`src/hdl/vector_angle_and_direction_top_defines.svh`:
```
// Assertion macros shared by the vector angle block.
`ifndef VECTOR_ANGLE_AND_DIRECTION_TOP_DEFINES_SVH
`define VECTOR_ANGLE_AND_DIRECTION_TOP_DEFINES_SVH

`ifndef ASSERT_OFF
`define VAD_ASSERT(lbl, clk, rst, prop, msg) \
   lbl: assert property (@(posedge clk) disable iff (rst) prop) else $error(msg);
`define VAD_ASSERT_ALWAYS(lbl, clk, prop, msg) \
   lbl: assert property (@(posedge clk) prop) else $error(msg);
`else
`define VAD_ASSERT(lbl, clk, rst, prop, msg)
`define VAD_ASSERT_ALWAYS(lbl, clk, prop, msg)
`endif

`endif

```
`src/hdl/vad_pkg.sv`:
```
package vad_pkg;

   localparam int DIV_BITS    = 15;
   localparam int RSP_LATENCY = DIV_BITS + 4;

   typedef struct packed {
      logic signed [15:0] dx;
      logic signed [15:0] dy;
   } vad_req_type;

   typedef struct packed {
      logic [15:0]        angle;
      logic signed [15:0] cosine;
      logic signed [15:0] sine;
      logic               zero_vector;
   } vad_rsp_type;

   // side information that rides along with the quotient
   typedef struct packed {
      logic       zero;
      logic       force_max;
      logic       diag;
      logic       neg;
      logic [1:0] base;
   } vad_tag_type;

   localparam logic [15:0]         OCT_DIAG        = 16'hE000;
   localparam logic [15:0]         ANGLE_MAX       = 16'hFFFF;
   localparam logic [DIV_BITS-1:0] ATAN_TWO_STEP   = 15'd27369;
   localparam logic [DIV_BITS-1:0] ATAN_THREE_STEP = 15'd4467;
   localparam logic [13:0]         SIN_TWO_STEP    = 14'd8057;
   localparam logic [13:0]         SIN_THREE_STEP  = 14'd5263;
   localparam logic [7:0]          TRIG_LAST       = 8'd128;
   localparam logic [15:0]         SAT_MAX         = 16'h7FFF;
   localparam logic [15:0]         COS_BIAS        = 16'h8000;

   localparam logic [13:0] COS_STEPS [0:8] = '{
      14'd415, 14'd1248, 14'd2088, 14'd2944, 14'd3819,
      14'd4725, 14'd5670, 14'd6670, 14'd7748};

   localparam logic [15:0] ATAN_TAB [0:127] = '{
      16'h0000,16'h028c,16'h0518,16'h07a3,16'h0a2f,16'h0cba,16'h0f45,16'h11cf,
      16'h1458,16'h16e1,16'h196a,16'h1bf1,16'h1e78,16'h20fe,16'h2382,16'h2606,
      16'h2889,16'h2b0a,16'h2d8a,16'h3008,16'h3285,16'h3501,16'h377b,16'h39f3,
      16'h3c6a,16'h3edf,16'h4152,16'h43c3,16'h4632,16'h489f,16'h4b0a,16'h4d73,
      16'h4fda,16'h523e,16'h54a0,16'h5700,16'h595d,16'h5bb8,16'h5e11,16'h6066,
      16'h62ba,16'h650a,16'h6758,16'h69a3,16'h6bec,16'h6e31,16'h7074,16'h72b4,
      16'h74f1,16'h772b,16'h7962,16'h7b96,16'h7dc7,16'h7ff5,16'h8220,16'h8448,
      16'h866d,16'h888e,16'h8aad,16'h8cc8,16'h8ee0,16'h90f5,16'h9307,16'h9515,
      16'h9720,16'h9928,16'h9b2d,16'h9d2e,16'h9f2c,16'ha127,16'ha31e,16'ha512,
      16'ha703,16'ha8f1,16'haadb,16'hacc2,16'haea6,16'hb086,16'hb263,16'hb43d,
      16'hb613,16'hb7e6,16'hb9b6,16'hbb83,16'hbd4c,16'hbf12,16'hc0d5,16'hc294,
      16'hc451,16'hc60a,16'hc7c0,16'hc972,16'hcb22,16'hccce,16'hce77,16'hd01d,
      16'hd1c0,16'hd35f,16'hd4fc,16'hd695,16'hd82c,16'hd9bf,16'hdb4f,16'hdcdc,
      16'hde67,16'hdfee,16'he172,16'he2f3,16'he471,16'he5ed,16'he765,16'he8db,
      16'hea4d,16'hebbd,16'hed2a,16'hee94,16'heffc,16'hf160,16'hf2c2,16'hf421,
      16'hf57d,16'hf6d7,16'hf82e,16'hf982,16'hfad4,16'hfc23,16'hfd6f,16'hfeb9};

   // 4*(1-cos) in Q15, one octant in steps of 64
   localparam logic [15:0] TRIG_C [0:128] = '{
      16'h0000,16'h0002,16'h000a,16'h0016,16'h0027,16'h003e,16'h0059,16'h0079,
      16'h009e,16'h00c8,16'h00f7,16'h012a,16'h0163,16'h01a1,16'h01e3,16'h022b,
      16'h0277,16'h02c8,16'h031f,16'h037a,16'h03da,16'h043f,16'h04a8,16'h0517,
      16'h058b,16'h0603,16'h0680,16'h0703,16'h078a,16'h0816,16'h08a6,16'h093c,
      16'h09d7,16'h0a76,16'h0b1a,16'h0bc3,16'h0c71,16'h0d23,16'h0ddb,16'h0e97,
      16'h0f58,16'h101e,16'h10e8,16'h11b8,16'h128c,16'h1365,16'h1442,16'h1525,
      16'h160c,16'h16f8,16'h17e8,16'h18de,16'h19d7,16'h1ad6,16'h1bd9,16'h1ce1,
      16'h1dee,16'h1eff,16'h2015,16'h2130,16'h224f,16'h2373,16'h249b,16'h25c8,
      16'h26f9,16'h282f,16'h296a,16'h2aa9,16'h2bed,16'h2d35,16'h2e82,16'h2fd3,
      16'h3128,16'h3282,16'h33e1,16'h3544,16'h36ab,16'h3817,16'h3987,16'h3afc,
      16'h3c75,16'h3df2,16'h3f74,16'h40fa,16'h4284,16'h4413,16'h45a5,16'h473c,
      16'h48d8,16'h4a77,16'h4c1b,16'h4dc3,16'h4f6f,16'h5120,16'h52d4,16'h548d,
      16'h564a,16'h580a,16'h59cf,16'h5b98,16'h5d66,16'h5f37,16'h610c,16'h62e5,
      16'h64c2,16'h66a3,16'h6888,16'h6a71,16'h6c5e,16'h6e4f,16'h7043,16'h723c,
      16'h7438,16'h7638,16'h783c,16'h7a44,16'h7c4f,16'h7e5e,16'h8071,16'h8288,
      16'h84a2,16'h86c0,16'h88e2,16'h8b07,16'h8d2f,16'h8f5c,16'h918c,16'h93bf,
      16'h95f6};

   // 2*sin in Q15
   localparam logic [15:0] TRIG_S [0:128] = '{
      16'h0000,16'h0192,16'h0324,16'h04b6,16'h0648,16'h07da,16'h096c,16'h0afe,
      16'h0c90,16'h0e21,16'h0fb3,16'h1144,16'h12d5,16'h1466,16'h15f7,16'h1787,
      16'h1918,16'h1aa8,16'h1c38,16'h1dc7,16'h1f56,16'h20e5,16'h2274,16'h2402,
      16'h2590,16'h271e,16'h28ab,16'h2a38,16'h2bc4,16'h2d50,16'h2edc,16'h3067,
      16'h31f1,16'h337c,16'h3505,16'h368e,16'h3817,16'h399f,16'h3b27,16'h3cae,
      16'h3e34,16'h3fba,16'h413f,16'h42c3,16'h4447,16'h45cb,16'h474d,16'h48cf,
      16'h4a50,16'h4bd1,16'h4d50,16'h4ecf,16'h504d,16'h51cb,16'h5348,16'h54c3,
      16'h563e,16'h57b9,16'h5932,16'h5aaa,16'h5c22,16'h5d99,16'h5f0f,16'h6084,
      16'h61f8,16'h636b,16'h64dd,16'h664e,16'h67be,16'h692d,16'h6a9b,16'h6c08,
      16'h6d74,16'h6edf,16'h7049,16'h71b2,16'h731a,16'h7480,16'h75e6,16'h774a,
      16'h78ad,16'h7a10,16'h7b70,16'h7cd0,16'h7e2f,16'h7f8c,16'h80e8,16'h8243,
      16'h839c,16'h84f5,16'h864c,16'h87a1,16'h88f6,16'h8a49,16'h8b9a,16'h8ceb,
      16'h8e3a,16'h8f88,16'h90d4,16'h921f,16'h9368,16'h94b0,16'h95f7,16'h973c,
      16'h9880,16'h99c2,16'h9b03,16'h9c42,16'h9d80,16'h9ebc,16'h9ff7,16'ha130,
      16'ha268,16'ha39e,16'ha4d2,16'ha605,16'ha736,16'ha866,16'ha994,16'haac1,
      16'habeb,16'had14,16'hae3c,16'haf62,16'hb086,16'hb1a8,16'hb2c9,16'hb3e8,
      16'hb505};

endpackage

```
`src/hdl/vector_angle_and_direction_top.sv`:
```
// Vector angle and direction: atan2 of a 16-bit vector plus Q15 cos/sin of that angle.
// Input: present req (dx, dy) with start high; the transaction is taken on a clock
// edge with start high and busy low. busy never rises, so a new vector can go in
// every cycle.
// Output: rsp_valid pulses for one cycle with rsp (angle, cosine, sine, zero_vector).
// Results leave in the order vectors were taken, one per vector.
// Stages: octant reduction (1), a 15-stage restoring divider with one quotient bit
// per stage (15), arctangent table and correction (1), sine/cosine table (1),
// quadrant folding and saturation (1). Throughput is one vector per cycle.
// Reset clears all stage valid bits; vectors in flight are dropped.
// The receiver has no way to stall the output; results must be taken as they appear.
module vector_angle_and_direction_top (
   input  logic                 clock,
   input  logic                 reset,
   input  logic                 start,
   output logic                 busy,
   input  vad_pkg::vad_req_type req,
   output logic                 rsp_valid,
   output vad_pkg::vad_rsp_type rsp
);
   import vad_pkg::*;
`include "vector_angle_and_direction_top_defines.svh"

   assign busy = 1'b0;

   // octant reduction
   logic signed [16:0] sx;
   logic signed [16:0] sy;
   logic signed [16:0] num;
   logic signed [16:0] den;
   logic [16:0]        num_mag;
   logic               found;
   vad_tag_type        tag_in;

   always_comb begin
      sx      = 17'(req.dx);
      sy      = 17'(req.dy);
      num     = '0;
      den     = 17'sd1;
      found   = 1'b1;
      tag_in  = '0;
      if (sx > 0 && -sx <= sy && sy < sx) begin
         num = sy;  den = sx;  tag_in.base = 2'd0;
      end else if (sy > 0 && -sy < sx && sx <= sy) begin
         num = -sx; den = sy;  tag_in.base = 2'd1;
      end else if (sx < 0 && sx < sy && sy <= -sx) begin
         num = -sy; den = -sx; tag_in.base = 2'd2;
      end else if (sy < 0 && sy <= sx && sx < -sy) begin
         num = sx;  den = -sy; tag_in.base = 2'd3;
      end else begin
         found = 1'b0;
      end
      num_mag          = num[16] ? 17'(-num) : 17'(num);
      tag_in.zero      = (req.dx == 16'sd0) && (req.dy == 16'sd0);
      tag_in.force_max = (req.dx == -16'sd32768) || (req.dy == -16'sd32768) || !found;
      tag_in.neg       = num[16];
      tag_in.diag      = num[16] && (num_mag[15:0] == den[15:0]);
   end

   logic                f_valid_ff;
   vad_tag_type         f_tag_ff;
   logic [15:0]         f_rem_ff;
   logic [DIV_BITS-1:0] f_den_ff;

   always_ff @(posedge clock) begin
      if (reset) begin
         f_valid_ff <= 1'b0;
      end else begin
         f_valid_ff <= start && !busy;
      end
   end

   always_ff @(posedge clock) begin
      f_tag_ff <= tag_in;
      f_rem_ff <= num_mag[15:0];
      f_den_ff <= den[DIV_BITS-1:0];
   end

   logic                d_valid;
   logic [DIV_BITS-1:0] d_quot;
   vad_tag_type         d_tag;

   vad_div u_div (
      .clock     (clock),
      .reset     (reset),
      .in_valid  (f_valid_ff),
      .in_rem    (f_rem_ff),
      .in_den    (f_den_ff),
      .in_tag    (f_tag_ff),
      .out_valid (d_valid),
      .out_quot  (d_quot),
      .out_tag   (d_tag)
   );

   // arctangent of the quotient with stepped slope correction
   logic [16:0] t_sum;
   logic [15:0] oct_off;
   logic [15:0] angle_in;

   always_comb begin
      t_sum = {1'b0, ATAN_TAB[d_quot[14:8]]} + 17'(d_quot[7:0]);
      if (d_quot <= ATAN_TWO_STEP) begin
         t_sum = t_sum + 17'(d_quot[7:0]);
         if (d_quot <= ATAN_THREE_STEP) begin
            t_sum = t_sum + 17'(d_quot[7:0]);
         end
      end
      oct_off = 16'(t_sum >> 3);
      if (d_tag.neg) begin
         oct_off = 16'(-oct_off);
      end
      if (d_tag.diag) begin
         oct_off = OCT_DIAG;
      end
      angle_in = oct_off + {d_tag.base, 14'b0};
      if (d_tag.force_max) begin
         angle_in = ANGLE_MAX;
      end
      if (d_tag.zero) begin
         angle_in = '0;
      end
   end

   logic        a_valid_ff;
   logic        a_zero_ff;
   logic [15:0] a_angle_ff;

   always_ff @(posedge clock) begin
      if (reset) begin
         a_valid_ff <= 1'b0;
      end else begin
         a_valid_ff <= d_valid;
      end
   end

   always_ff @(posedge clock) begin
      a_zero_ff  <= d_tag.zero;
      a_angle_ff <= angle_in;
   end

   vad_trig u_trig (
      .clock     (clock),
      .reset     (reset),
      .in_valid  (a_valid_ff),
      .in_angle  (a_angle_ff),
      .in_zero   (a_zero_ff),
      .rsp_valid (rsp_valid),
      .rsp       (rsp)
   );

   `VAD_ASSERT(a_zero_latency, clock, reset,
      (start && !busy && req.dx == 16'sd0 && req.dy == 16'sd0) |->
      ##RSP_LATENCY (rsp_valid && rsp.zero_vector), "zero vector result lost or late")
   `VAD_ASSERT(a_nonzero_latency, clock, reset,
      (start && !busy && (req.dx != 16'sd0 || req.dy != 16'sd0)) |->
      ##RSP_LATENCY (rsp_valid && !rsp.zero_vector), "result lost or late")
   `VAD_ASSERT(a_zero_fields, clock, reset,
      (rsp_valid && rsp.zero_vector) |->
      (rsp.angle == 16'h0000 && rsp.cosine == 16'sd0 && rsp.sine == 16'sd0),
      "zero vector result fields not cleared")
   `VAD_ASSERT_ALWAYS(a_reset_flush, clock, reset |=> !rsp_valid,
      "result strobe after reset")

endmodule

```
`src/hdl/vad_div.sv`:
```
module vad_div (
   input  logic                         clock,
   input  logic                         reset,
   input  logic                         in_valid,
   input  logic [15:0]                  in_rem,
   input  logic [vad_pkg::DIV_BITS-1:0] in_den,
   input  vad_pkg::vad_tag_type         in_tag,
   output logic                         out_valid,
   output logic [vad_pkg::DIV_BITS-1:0] out_quot,
   output vad_pkg::vad_tag_type         out_tag
);
   import vad_pkg::*;

   // one restoring step: {quotient bit, new remainder}
   function automatic logic [16:0] div_step(input logic [15:0] r,
                                            input logic [DIV_BITS-1:0] d);
      logic [16:0] trial;
      logic        fits;
      trial = {r, 1'b0};
      fits  = (trial >= {2'b00, d});
      return {fits, fits ? 16'(trial - {2'b00, d}) : trial[15:0]};
   endfunction

   // restoring divider, one quotient bit per stage; dividend low bits are zero
   logic                valid_ff [0:DIV_BITS-1];
   logic [15:0]         rem_ff   [0:DIV_BITS-1];
   logic [DIV_BITS-1:0] den_ff   [0:DIV_BITS-1];
   logic [DIV_BITS-1:0] quot_ff  [0:DIV_BITS-1];
   vad_tag_type         tag_ff   [0:DIV_BITS-1];
   logic [16:0]         step_res [0:DIV_BITS-1];

   always_comb begin
      step_res[0] = div_step(in_rem, in_den);
      for (int i = 1; i < DIV_BITS; i++) begin
         step_res[i] = div_step(rem_ff[i-1], den_ff[i-1]);
      end
   end

   always_ff @(posedge clock) begin
      if (reset) begin
         for (int i = 0; i < DIV_BITS; i++) begin
            valid_ff[i] <= 1'b0;
         end
      end else begin
         valid_ff[0] <= in_valid;
         for (int i = 1; i < DIV_BITS; i++) begin
            valid_ff[i] <= valid_ff[i-1];
         end
      end
   end

   always_ff @(posedge clock) begin
      rem_ff[0]  <= step_res[0][15:0];
      den_ff[0]  <= in_den;
      quot_ff[0] <= DIV_BITS'(step_res[0][16]);
      tag_ff[0]  <= in_tag;
      for (int i = 1; i < DIV_BITS; i++) begin
         rem_ff[i]  <= step_res[i][15:0];
         den_ff[i]  <= den_ff[i-1];
         quot_ff[i] <= {quot_ff[i-1][DIV_BITS-2:0], step_res[i][16]};
         tag_ff[i]  <= tag_ff[i-1];
      end
   end

   assign out_valid = valid_ff[DIV_BITS-1];
   assign out_quot  = quot_ff[DIV_BITS-1];
   assign out_tag   = tag_ff[DIV_BITS-1];

endmodule

```
`src/hdl/vad_trig.sv`:
```
module vad_trig (
   input  logic                 clock,
   input  logic                 reset,
   input  logic                 in_valid,
   input  logic [15:0]          in_angle,
   input  logic                 in_zero,
   output logic                 rsp_valid,
   output vad_pkg::vad_rsp_type rsp
);
   import vad_pkg::*;

   function automatic logic [15:0] neg_sat(input logic [15:0] v);
      logic [15:0] r;
      r = 16'(-v);
      return r[15] ? SAT_MAX : r;
   endfunction

   logic [13:0] ph;
   logic [7:0]  idx;
   logic [5:0]  rem6;
   logic [3:0]  steps;
   logic [16:0] c_sum;
   logic [16:0] s_sum;
   logic [15:0] cv_in;
   logic [15:0] sv_in;
   logic [2:0]  flag_in;

   always_comb begin
      ph    = in_angle[13] ? 14'(16'(-in_angle)) : in_angle[13:0];
      idx   = (ph[13:6] > TRIG_LAST) ? TRIG_LAST : ph[13:6];
      rem6  = ph[5:0];
      steps = '0;
      for (int i = 0; i < 9; i++) begin
         steps = steps + 4'(ph > COS_STEPS[i]);
      end
      c_sum = {1'b0, TRIG_C[idx]} + 17'(steps) * 17'(rem6);
      s_sum = {1'b0, TRIG_S[idx]} + 17'({rem6, 2'b00});
      if (ph <= SIN_TWO_STEP) begin
         s_sum = s_sum + 17'(rem6);
         if (ph <= SIN_THREE_STEP) begin
            s_sum = s_sum + 17'(rem6);
         end
      end
      cv_in   = 16'(c_sum >> 2) + COS_BIAS;
      sv_in   = 16'(-(16'(s_sum >> 1)));
      flag_in = {in_angle[15], in_angle[15] ^ in_angle[14], in_angle[14] ^ in_angle[13]};
   end

   logic        s1_valid_ff;
   logic        s1_zero_ff;
   logic [15:0] s1_angle_ff;
   logic [15:0] s1_cv_ff;
   logic [15:0] s1_sv_ff;
   logic [2:0]  s1_flag_ff;

   always_ff @(posedge clock) begin
      if (reset) begin
         s1_valid_ff <= 1'b0;
      end else begin
         s1_valid_ff <= in_valid;
      end
   end

   always_ff @(posedge clock) begin
      s1_zero_ff  <= in_zero;
      s1_angle_ff <= in_angle;
      s1_cv_ff    <= cv_in;
      s1_sv_ff    <= sv_in;
      s1_flag_ff  <= flag_in;
   end

   // fold into the right quadrant: swap, then flip sign with saturation
   logic [15:0] cv_sw;
   logic [15:0] sv_sw;
   vad_rsp_type rsp_in;

   always_comb begin
      cv_sw = s1_flag_ff[0] ? s1_sv_ff : s1_cv_ff;
      sv_sw = s1_flag_ff[0] ? s1_cv_ff : s1_sv_ff;
      if (!s1_flag_ff[1]) begin
         cv_sw = neg_sat(cv_sw);
      end
      if (!s1_flag_ff[2]) begin
         sv_sw = neg_sat(sv_sw);
      end
      if (s1_zero_ff) begin
         rsp_in = '{angle: '0, cosine: '0, sine: '0, zero_vector: 1'b1};
      end else begin
         rsp_in = '{angle: s1_angle_ff, cosine: cv_sw, sine: sv_sw, zero_vector: 1'b0};
      end
   end

   logic        rsp_valid_ff;
   vad_rsp_type rsp_ff;

   always_ff @(posedge clock) begin
      if (reset) begin
         rsp_valid_ff <= 1'b0;
      end else begin
         rsp_valid_ff <= s1_valid_ff;
      end
   end

   always_ff @(posedge clock) begin
      rsp_ff <= rsp_in;
   end

   assign rsp_valid = rsp_valid_ff;
   assign rsp       = rsp_ff;

endmodule

```
`config.mk`:
```
export PLATFORM = sky130hd
export DESIGN_NAME = vector_angle_and_direction_top
export DESIGN_NICKNAME = d
export VERILOG_FILES = /design/src/hdl/vad_pkg.sv /design/src/hdl/vector_angle_and_direction_top.sv /design/src/hdl/vad_div.sv /design/src/hdl/vad_trig.sv
export VERILOG_INCLUDE_DIRS = /design/src /design/src/hdl
export SDC_FILE = /design/constraint.sdc
export NUM_CORES = 2
export LEC_CHECK = 0
export BUFFER_PORTS_ARGS = -buffer_cell sky130_fd_sc_hd__buf_2
export CAP_MARGIN = 10
export CORE_MARGIN = 1
export CORE_UTILIZATION = 35
export DETAILED_ROUTE_END_ITERATION = 10
export HOLD_SLACK_MARGIN = 0.15
export MAX_ROUTING_LAYER = met4
export SKIP_LAST_GASP = 1
export SYNTH_ARGS = -nofsm -noshare
export SYNTH_HDL_FRONTEND = slang
export SYNTH_SLANG_ARGS = --single-unit
```
`constraint.sdc`:
```
create_clock -name clock -period 14.3 [get_ports clock]
set_clock_uncertainty 0.15 [all_clocks]
set_input_delay 2.86 -clock clock [delete_from_list [all_inputs] [get_ports clock]]
set_output_delay 2.86 -clock clock [all_outputs]
set_load 0.03 [all_outputs]
```
==> impl_results.rst <==
.. list-table::
   :header-rows: 1

   * - Metric
     - Value
   * - Status
     - finished, final reports clean
   * - CTS sink count
     - 816
   * - Warnings from Yosys
     - 0
   * - Clock-pin slew reported for the worst setup and hold paths after clock tree synthesis
     - 0.07 ns
   * - Mux contribution to synthesized area
     - 0.0429
   * - Via/cell ratio
     - 5.52
   * - Rows
     - 134
   * - Critical Path Most Common Cell
     - sky130_fd_sc_hd__fa_1
   * - Slowest-stage cell, CP
     - sky130_fd_sc_hd__nor4_2
   * - Floorplan Core Area
     - 0.134 sq mm
   * - Largest net degree at the start of global routing
     - 75
   * - TNS Setup
     - 0 ns
   * - Adder-Cell Fraction of Synth Area
     - 0.117
   * - Global-route usage over all layers
     - 0.211
   * - Number of synthesized flops with an enable pin
     - 0
   * - Dominant register cell in the synthesized netlist
     - sky130_fd_sc_hd__dfxtp_1
   * - Wire length per cell after detailed routing
     - 19.2 um
   * - DRC errors left
     - 0
   * - Area leader, netlist
     - sky130_fd_sc_hd__dfxtp_1
   * - Worst-skew pair later-pin latency
     - 0.69 ns
   * - Global-route wire length before repair
     - 223,000 um
   * - CTS max path bufs
     - 3
   * - Die height
     - 370 um
   * - Required time reported for the critical path endpoint
     - 14.64 ns
   * - XOR/XNOR Fraction of Synth Area
     - 0.0473
   * - PortBufs
     - 84
   * - Detailed-route via count
     - 41,000
   * - Avg Inst Size Synth
     - 8.43 sq um
   * - Highest clock frequency the design can meet
     - 96.5 MHz
   * - Area fraction of the dominant cell type after synthesis
     - 0.345
   * - Count of routing violations after the opening detailed-route iteration
     - 3,789
   * - Clock buffers created by TritonCTS
     - 86
   * - Setup repair after global routing missed its margin
     - no
   * - Gpl congestion
     - 1.02
   * - Endpoint arrival time on the critical path
     - 10.70 ns
   * - H-tree levels
     - 3
   * - Count of nets after finishing
     - 6,052
   * - Post-synthesis cell type count
     - 121
   * - Maximum Capacitance Violations
     - 0
   * - Final critical path time including I/O delays and setup
     - 10.36 ns
   * - Fraction of final layout cells with drive strength greater than 1
     - 0.0901
   * - Buffers inserted during post-CTS setup optimization
     - 0
   * - Post-Layout Cell Count
     - 7,432
   * - Synth Area in Compound Gates
     - 0.222
   * - Initial antenna violation count
     - 2
   * - Flops & latches, synth
     - 816
   * - Utilization of the core after routing
     - 0.392
   * - Area Growth Syn to Fin
     - 10.7%
   * - Ratio of final minimum period to clock period
     - 0.724
   * - Post-Synthesis Cells
     - 5,610
   * - Gr ovfl total
     - 0
   * - Area of the die
     - 0.137 sq mm
   * - Number of failing setup endpoints in the final timing report
     - 0
   * - Wire length reported by the detailed router
     - 143,000 um
   * - Largest fanout on the critical path
     - 16
   * - Via count of the first global-routing pass
     - 40,100
   * - Most used standard cells in the synthesized netlist
     - 816 x sky130_fd_sc_hd__dfxtp_1, 507 x sky130_fd_sc_hd__inv_1, 445 x sky130_fd_sc_hd__nor2_1, 440 x sky130_fd_sc_hd__nand2_1, 434 x sky130_fd_sc_hd__o21ai_0
   * - Number of cells in the design after placement
     - 7,277
   * - Kind of critical path
     - register to register
   * - Clock tree from TritonCTS
     - done
   * - Antenna-violating nets left
     - 0
   * - Main combinational cell family by area after synthesis
     - compound AO/OA/AOI/OAI gates
   * - Resized Gates After CTS
     - 0
   * - Critical path launch point type
     - register
   * - Hold crit path type
     - register to register
   * - Share of flip-flops with an asynchronous set or reset
     - 0
   * - Endpoint class of the critical path
     - register
   * - Number of fill cells in the layout
     - 13,500
   * - Die X
     - 370 um
   * - Simple-gate share of the synthesized area
     - 0.163
   * - Clock root buffer
     - sky130_fd_sc_hd__clkbuf_16
   * - Number of hold-slack violations in the final timing report
     - 0
   * - Most used standard cell by instance count after synthesis
     - sky130_fd_sc_hd__dfxtp_1
   * - Number of I/O pins
     - 86
   * - Quantity of hold-fixing buffers added after cts
     - 0
   * - Most area-consuming cells after synthesis
     - sky130_fd_sc_hd__dfxtp_1 35%, sky130_fd_sc_hd__ha_1 10%, sky130_fd_sc_hd__o21ai_0 4.6%
   * - Normalized max-slew margin
     - 0.197
   * - Cell area after synthesis
     - 0.0473 sq mm
   * - Pins Over Slew Limit
     - 0
   * - TritonRoute pass-1 iters
     - 8
   * - Slew at the pin closest to its max-slew limit
     - 1.19 ns
   * - WHS
     - 0.166 ns
   * - Placed wire-length estimate after detailed placement
     - 106,000 um
   * - Initial Util
     - 0.354
   * - Largest stage delay, worst path
     - 0.91 ns
   * - Sequential-to-total area share from yosys stat
     - 0.345
==> through the flow <==
stage	cell area, sq um	setup slack [ns]
after floorplan	47300	4.35
after global placement	49500	4.09
after CTS	52400	4.07
final	52400	3.94
after detailed placement	49500	4.05
after global routing	52400	3.40
==> cell type report <==
class / count / area [sq um] / area share
sequential: 816 / 16300 / 0.312
inverter: 515 / 1930 / 0.0369
antenna: 2 / 5.00 / 0.0000955
tap: 1768 / 2210 / 0.0422
clock buffer: 115 / 2430 / 0.0465
multi-input combinational: 4030 / 28100 / 0.536
clock inverter: 38 / 479 / 0.00915
timing repair buffer: 148 / 901 / 0.0172
==> registers in the layout, summed over array words and instances (netlist names), 49 cells and up <==
signal and cells:
u_div.den_ff 210, u_trig.rsp 49, u_div.quot_ff 120, u_div.rem_ff 224, u_div.tag_ff 90
==> metal layers <==
metal / vias up / track usage / wire [um]
met3: 423 / 0.0379 / 10500
li1: 19800 / - / -
met2: 1641 / 0.337 / 64500
met5: - / - / 0
met1: 19100 / 0.255 / 60500
met4: 0 / 0.105 / 7470
==> kinds of logic (layout without fill, tap and decap cells) <==
| kind of cell | after synthesis | count (layout) |
|---|---|---|
| compound gates | 1593 | 1593 |
| simple gates | 1590 | 1590 |
| flops | 816 | 816 |
| buf+inv | 765 | 816 |
| fa+ha+maj | 421 | 421 |
| xor+xnor | 250 | 250 |
| mux | 174 | 174 |
| other cells | 1 | 4 |
==> worst max-delay path, delay by kind of cell, from the launching register on <==
kind	cells	cell delay, ns
compound gates	10	1.87
flops	1	0.30
buf+inv	6	0.58
fa+ha+maj	10	4.49
simple gates	9	2.84
==> final timing paths <==
kind                                    from                          end  slack [ns]  cells past startpoint
setup / recovery    a_angle_ff[0]$_SDFF_PP0_  u_trig.s1_cv_ff[13]$_DFF_P_        3.94                     35
hold / removal    u_div.tag_ff[1][1]$_DFF_P_   u_div.tag_ff[2][1]$_DFF_P_        0.17                      0
setup reg to reg    a_angle_ff[0]$_SDFF_PP0_  u_trig.s1_cv_ff[13]$_DFF_P_        3.94                     35
hold reg to reg   u_div.tag_ff[1][1]$_DFF_P_   u_div.tag_ff[2][1]$_DFF_P_        0.17                      0
==> placed cells by master (no fill, tap or decap), drive strengths merged, types with 39 or more instances in the layout <==
cell | Yosys | layout
o21a | 44 | 44
nand2b | 67 | 67
clkbuf | 172 | 115
buf | 78 | 148
fa | 39 | 39
xor2 | 100 | 100
a21oi | 325 | 325
dfxtp | 816 | 816
nand4 | 59 | 59
and3 | 52 | 52
a31oi | 69 | 69
nand2 | 445 | 445
o211ai | 68 | 68
nor2 | 450 | 450
o31ai | 59 | 59
nor3 | 112 | 112
a21o | 107 | 107
mux2i | 50 | 50
nor2b | 116 | 116
xnor2 | 148 | 148
nand3 | 93 | 93
a211oi | 62 | 62
a21boi | 73 | 73
inv | 512 | 522
a221oi | 43 | 43
ha | 381 | 381
mux2 | 112 | 112
o21ai | 447 | 447
and2 | 41 | 41
Power is left out: the tool's default activity adds up to more than one toggle a clock period on the data nets, which glitch-free logic cannot reach.
